===== src/rtl/core/assert_macros.svh =====
// Assertion macros shared by the core RTL.
`ifndef ASSERT_MACROS_SVH
`define ASSERT_MACROS_SVH

// Same-cycle implication, disabled while reset is asserted.
`define MGT_ASSERT_SAME(lbl, clk, rstn, ante, cons) \
  lbl: assert property (@(posedge clk) disable iff (!rstn) (ante) |-> (cons)) \
    else $error("assertion failed");

// Next-cycle implication, disabled while reset is asserted.
`define MGT_ASSERT_NEXT(lbl, clk, rstn, ante, cons) \
  lbl: assert property (@(posedge clk) disable iff (!rstn) (ante) |=> (cons)) \
    else $error("assertion failed");

`endif


===== src/rtl/core/mgt_pkg.sv =====
package mgt_pkg;

  // Window sizes and the widths that follow from them.
  localparam int MOTION_DEPTH = 16;
  localparam int BAND_DEPTH   = 64;
  localparam int MPOS_W  = (MOTION_DEPTH > 1) ? $clog2(MOTION_DEPTH) : 1;
  localparam int MFILL_W = $clog2(MOTION_DEPTH + 1);
  localparam int BPOS_W  = $clog2(BAND_DEPTH);
  localparam int BFILL_W = $clog2(BAND_DEPTH + 1);
  localparam int WALK_W  = (MFILL_W > BFILL_W) ? MFILL_W : BFILL_W;

  // Queue between the front and the back.
  localparam int QUEUE_DEPTH = 2;
  localparam int QPTR_W      = $clog2(QUEUE_DEPTH);
  localparam int QCNT_W      = $clog2(QUEUE_DEPTH + 1);

  // Configuration port.
  localparam int CFG_W     = 16;
  localparam int CFG_IDX_W = 3;
  localparam logic [CFG_IDX_W-1:0] CFG_MOTION_RMS_LIMIT    = 3'd0;
  localparam logic [CFG_IDX_W-1:0] CFG_BASELINE_ALPHA_Q8   = 3'd1;
  localparam logic [CFG_IDX_W-1:0] CFG_CALM_WINDOWS_NEEDED = 3'd2;
  localparam logic [CFG_IDX_W-1:0] CFG_RISE_PERCENT        = 3'd3;
  localparam logic [CFG_IDX_W-1:0] CFG_FALL_PERCENT        = 3'd4;

  // Trend codes.
  localparam logic [1:0] TREND_UNKNOWN = 2'd0;
  localparam logic [1:0] TREND_STABLE  = 2'd1;
  localparam logic [1:0] TREND_RISING  = 2'd2;
  localparam logic [1:0] TREND_FALLING = 2'd3;

  typedef enum logic [1:0] {
    KIND_ACCEL  = 2'd0,
    KIND_SENSOR = 2'd1,
    KIND_EVENT  = 2'd2,
    KIND_EVAL   = 2'd3
  } kind_e;

  typedef enum logic {
    ITER_DIV  = 1'b0,
    ITER_SQRT = 1'b1
  } iter_mode_e;

  typedef struct packed {
    logic [1:0]         operation;
    logic signed [15:0] accel_x;
    logic signed [15:0] accel_y;
    logic signed [15:0] accel_z;
    logic [15:0]        sensor_mv;
  } in_t;

  typedef struct packed {
    logic [15:0] motion_rms;
    logic        moving;
    logic [15:0] event_count;
    logic [15:0] mix_energy;
    logic [15:0] ema_energy;
    logic [1:0]  trend;
    logic        trend_valid;
  } out_t;

  typedef struct packed {
    logic [15:0] motion_rms_limit;
    logic [8:0]  baseline_alpha_q8;
    logic [7:0]  calm_windows_needed;
    logic [15:0] rise_percent;
    logic [15:0] fall_percent;
  } cfg_t;

  typedef struct packed {
    kind_e              kind;
    logic signed [15:0] accel_x;
    logic signed [15:0] accel_y;
    logic signed [15:0] accel_z;
    logic [15:0]        sensor_mv;
  } qent_t;

  typedef struct packed {
    logic        start;
    iter_mode_e  mode;
    logic [31:0] a;
    logic [15:0] b;
  } iter_req_t;

  typedef struct packed {
    logic        done;
    logic [31:0] result;
  } iter_resp_t;

  typedef struct packed {
    logic pop;
    logic res_load;
  } bk_stat_t;

endpackage


===== src/rtl/core/mgt_fifo.sv =====
module mgt_fifo (
  input  logic           clk_i,
  input  logic           rst_ni,
  input  logic           push_i,
  input  mgt_pkg::qent_t entry_i,
  output logic           full_o,
  input  logic           pop_i,
  output mgt_pkg::qent_t head_o,
  output logic           empty_o
);
  import mgt_pkg::*;

  qent_t             mem_q [QUEUE_DEPTH];
  logic [QPTR_W-1:0] wptr_q, rptr_q;
  logic [QCNT_W-1:0] cnt_q;

  assign full_o  = (cnt_q == QCNT_W'(QUEUE_DEPTH));
  assign empty_o = (cnt_q == '0);
  assign head_o  = mem_q[rptr_q];

  // Pointers and fill count.
  always_ff @(posedge clk_i or negedge rst_ni) begin
    if (!rst_ni) begin
      wptr_q <= '0;
      rptr_q <= '0;
      cnt_q  <= '0;
    end else begin
      if (push_i) begin
        wptr_q <= (wptr_q == QPTR_W'(QUEUE_DEPTH - 1)) ? '0 : wptr_q + 1'b1;
      end
      if (pop_i) begin
        rptr_q <= (rptr_q == QPTR_W'(QUEUE_DEPTH - 1)) ? '0 : rptr_q + 1'b1;
      end
      if (push_i && !pop_i) begin
        cnt_q <= cnt_q + 1'b1;
      end else if (pop_i && !push_i) begin
        cnt_q <= cnt_q - 1'b1;
      end
    end
  end

  always_ff @(posedge clk_i) begin
    if (push_i) begin
      mem_q[wptr_q] <= entry_i;
    end
  end

endmodule


===== config.mk =====
export PLATFORM = sky130hd
export DESIGN_NAME = mgt_fifo
export DESIGN_NICKNAME = d
export VERILOG_FILES = /design/src/rtl/core/assert_macros.svh /design/src/rtl/core/mgt_pkg.sv /design/src/rtl/core/mgt_fifo.sv
export SDC_FILE = /design/constraint.sdc
export NUM_CORES = 1
export LEC_CHECK = 0
export BUFFER_PORTS_ARGS = -buffer_cell sky130_fd_sc_hd__buf_2
export CORE_MARGIN = 5
export CORE_UTILIZATION = 45
export DETAILED_ROUTE_END_ITERATION = 10
export HOLD_SLACK_MARGIN = 0.02
export PLACE_DENSITY = 0.81
export SLEW_MARGIN = 5
export SYNTH_ARGS = -nofsm -noshare
export SYNTH_HDL_FRONTEND = slang
export SYNTH_SLANG_ARGS = --single-unit

===== constraint.sdc =====
create_clock -name clk_i -period 9.19 [get_ports clk_i]
set_input_delay 0.919 -clock clk_i [delete_from_list [all_inputs] [get_ports clk_i]]
set_output_delay 0.919 -clock clk_i [all_outputs]
set_load 0.1 [all_outputs]

Word level (Yosys, flattened, before mapping)
Memory sizes are Yosys's and may differ from the RTL's.
Cells that the tools add are included.
{ "word_totals": {"register_bits": 4, "latchBits": 0, "mem_bits_rw": 132, "mem_bits_ro": 0, "input_bits": 70, "out_inout_bits": 68, "wordCells": 21, "mem_count": 1} }
{ "mem_list": {"columns": ["name", "words", "width", "rd", "rd_clocked_by_memory_dff", "write_ports", "line_no", "source"], "rows": [
  ["mem_q", 2, 66, 1, 0, 1, "mgt_fifo.sv:13", "qent_t mem_q [QUEUE_DEPTH];"]
]} }
{ "op_classes": {"add_sub_neg": 4, "n_mul": 0, "n_div": 0, "order_cmp": 0, "n_eq_ne": 1, "shifts": 0, "mux": 6, "bitwise": 0, "n_reduce_logical": 6} }
{ "ops": {"columns": ["operator", "n"], "rows": [
  ["$mux W1", 4],
  ["$mux W2", 2],
  ["$add A1 B1 Y1 const B", 2],
  ["$add A2 B1 Y2 const B", 1],
  ["$eq A2 B2 Y1 const B", 1],
  ["$logic_and A1 B1 Y1", 2],
  ["$logic_not A1 Y1", 2],
  ["$logic_not A2 Y1", 1],
  ["$reduce_bool A2 Y1", 1],
  ["$sub A2 B1 Y2 const B", 1]
]} }

Longest topological paths before layout
{ "logic_depth": {"ltp_word": 4, "ltp_mapped": 5, "mapped_depth_nobuf": 5} }

Least setup slack after synthesis
OpenSTA, ideal clock, no wires.
{ "synth_timing": {"path_kind": "input port to flip-flop", "from": "input push_i", "to": "memory mem_q[0][0] (netlist name), enable pin", "setup_time_ps": 498, "arrival_time_ps": 3819, "required_time_ps": 8692, "slack_ps": 4873, "stages": 1, "n_path_buf": 0, "cell_sequence": "nor2b_1"} }
{ "synth_between": {"elab_chain_cells": 2} }
{ "synth_rtl": {"columns": ["element", "line_no", "source"], "rows": [
  ["from (decl)", "mgt_fifo.sv:4", "input logic push_i,"],
  ["$mux W1", "mgt_fifo.sv:43", "if (push_i) begin"],
  ["$mux W1 (not written as such)", "mgt_fifo.sv:44", "mem_q[wptr_q] <= entry_i;"],
  ["to (decl)", "mgt_fifo.sv:13", null]
]} }
Every way passes these cells.

==> results_dict.tcl <==
set metrics [dict create \
    worst_slack_ns 5.93 \
    layout_commonest_cell "buf_2" \
    syn_area_per_cell_um2 22.9 \
    cp.required_ns 8.27 \
    fin_setup_tns_ns 0 \
    antenna_left 0 \
    finalHoldViolCount 0 \
    cts_tree "built" \
    cp-end-kind "output pin" \
    drv_slew 0 \
    drt-initial-drc-count 138 \
    rsz0062_at_grt "no" \
    synth_seq_cells 136 \
    dieArea_um2 13500 \
    setup_violations 0 \
    grt_first_pass_wirelength_um 13600 \
    ff2ff_path_depth 2 \
    antenna_cells 0 \
    tightest_slew_ns 1.06 \
    critPathKind "reg -> out" \
    start_kind "flop" \
    cap_violations 0 \
    cts_max_level 4 \
    detailed_place_hpwl_um 5680 \
    grt_max_degree 68 \
    syn_nets 292 \
    reg2reg_from "wptr_q$_DFFE_PN0P_" \
    fin_crit_ns 3.26 \
    seq_area_um2 4070 \
    vias 2495 \
    fmax_mhz 307 \
    start_util_pct 46.3 \
    cts_setup_buffers 0 \
    nFillCells 835 \
    layout_common_cells "buf_2, edfxtp_1, mux2_2" \
    hold_path.class "in -> async" \
    die_y_um 116 \
    final_nets 442 \
    area_delta_synth_final_pct 27.7 \
    antenna_found_initial 0 \
    grt_overflow_total 0 \
    grt_use_total_pct 13.6 \
    fp.dieW_um 116 \
    cts-root-buf "clkbuf_16" \
    r2r_slack_ns 7.19 \
    netlist_area_um2 5060 \
    drc 0 \
    path_clk_slew_ns 0.06 \
    multiInputGateArea_um2 948 \
    io-pin-count 138 \
    synthCells 221 \
    status "finished clean" \
    io_buffers 137 \
    core.rowCount 38 \
    critPathMaxFanout 67 \
    synth_cell_types 14 \
    dr.pass1.iters 4 \
    clock_sinks 136 \
    slew_headroom_pct 29.3 \
    fin_worst_skew_ns 0.00827 \
    grt_pass1_vias 2745 \
    numCtsBuffers 17 \
    regToRegEndpoint "mem_q[0][65]$_DFFE_PP_" \
    clock_path_buffers 2 \
    arrival_ns 2.34 \
    viasPerCell 4.76 \
    routed_wl_um 8690 \
    drive_gt1_share_pct 62.0 \
    avgRoutedWirePerCell_um 16.6 \
    cts_hold_buffers 0 \
    core_um2 10900 \
    ys_warn_count 0 \
    worstSkewPairLatency_ns 0.41 \
    pre_cts_slack_ns 6.37 \
    postCtsResizedCells 0 \
    gp_congestion 0.683 \
    seq_area_frac_synth_pct 80.3 \
    fin_crit_sh_pct 35.5 \
]
[cell families (layout without fill, tap and decap cells)]
family        count (synthesis)  in the layout  synth area share (%)
buf+inv                       8            171                  1.19
fa+ha+maj                     1              1                 0.247
mux                          66             66                  16.9
flops                       136            136                  80.3
simple gates                  5              5                 0.519
xor+xnor                      5              5                 0.865
[registers in the layout (all words and copies together) (netlist names)]
register	count
rptr_q	1
mem_q	132
wptr_q	1
cnt_q	2
[worst max path at each step]
stage                                  start                     to  slack, ns  cells past startpoint
after CTS                 rptr_q$_DFFE_PN0P_             head_o[53]       5.91                      2
after global routing      rptr_q$_DFFE_PN0P_             head_o[53]       5.84                      2
after floorplan                       push_i  mem_q[0][0]$_DFFE_PP_       4.87                      1
final                     rptr_q$_DFFE_PN0P_             head_o[53]       5.93                      2
after detailed placement  rptr_q$_DFFE_PN0P_             head_o[53]       6.37                      2
after global placement    rptr_q$_DFFE_PN0P_             head_o[53]       6.36                      2
[worst max-delay path, cell delays in order (launching register included)]
cell and delay, ns:
dfrtp_4 1.08, mux2_2 0.33, buf_2 0.43
[per-stage QoR]
| step | hold slack [ns] | area [µm²] | instances | utilization (%) |
|---|---|---|---|---|
| 2_1_floorplan | 0.455 | 5060 | 221 | - |
| 5_1_grt | 0.298 | 6470 | 524 | 59.1 |
| 3_3_place_gp | 0.472 | 5890 | 492 | 53.8 |
| 4_1_cts | 0.293 | 6470 | 524 | 59.1 |
| 6_report | 0.308 | 6470 | 524 | 59.1 |
| 3_5_place_dp | 0.484 | 5890 | 492 | 53.8 |
[Yosys cell counts]
library cell	count	share of area (%)
and2_1	1	0.12
buf_2	3	0.30
buf_4	1	0.15
buf_6	3	0.67
dfrtp_1	4	2.0
edfxtp_1	132	78
ha_1	1	0.25
inv_1	1	0.074
mux2_2	36	8.0
mux2_4	30	8.9
nor2_1	2	0.15
nor2b_1	2	0.25
xnor2_1	1	0.17
xor2_1	4	0.69
[cell type report]
type | count | share of cell area [%]
sequential | 136 | 62.9
clock buffer | 17 | 6.58
inverter | 1 | 0.0580
timing repair buffer | 138 | 10.7
tap | 140 | 2.71
multi-input combinational | 77 | 14.7
clock inverter | 15 | 2.36
[metal layers]
layer	up-vias	GRT usage [%]	part of all wire, %
li1	1174	-	-
met1	1212	15.2	39
met2	95	23.2	51
met3	14	5.17	7.9
met4	0	6.03	1.6
met5	-	0	0
Power is not shown: default switching activity piles up to over one toggle a cycle in this logic, so the estimate is an artifact.
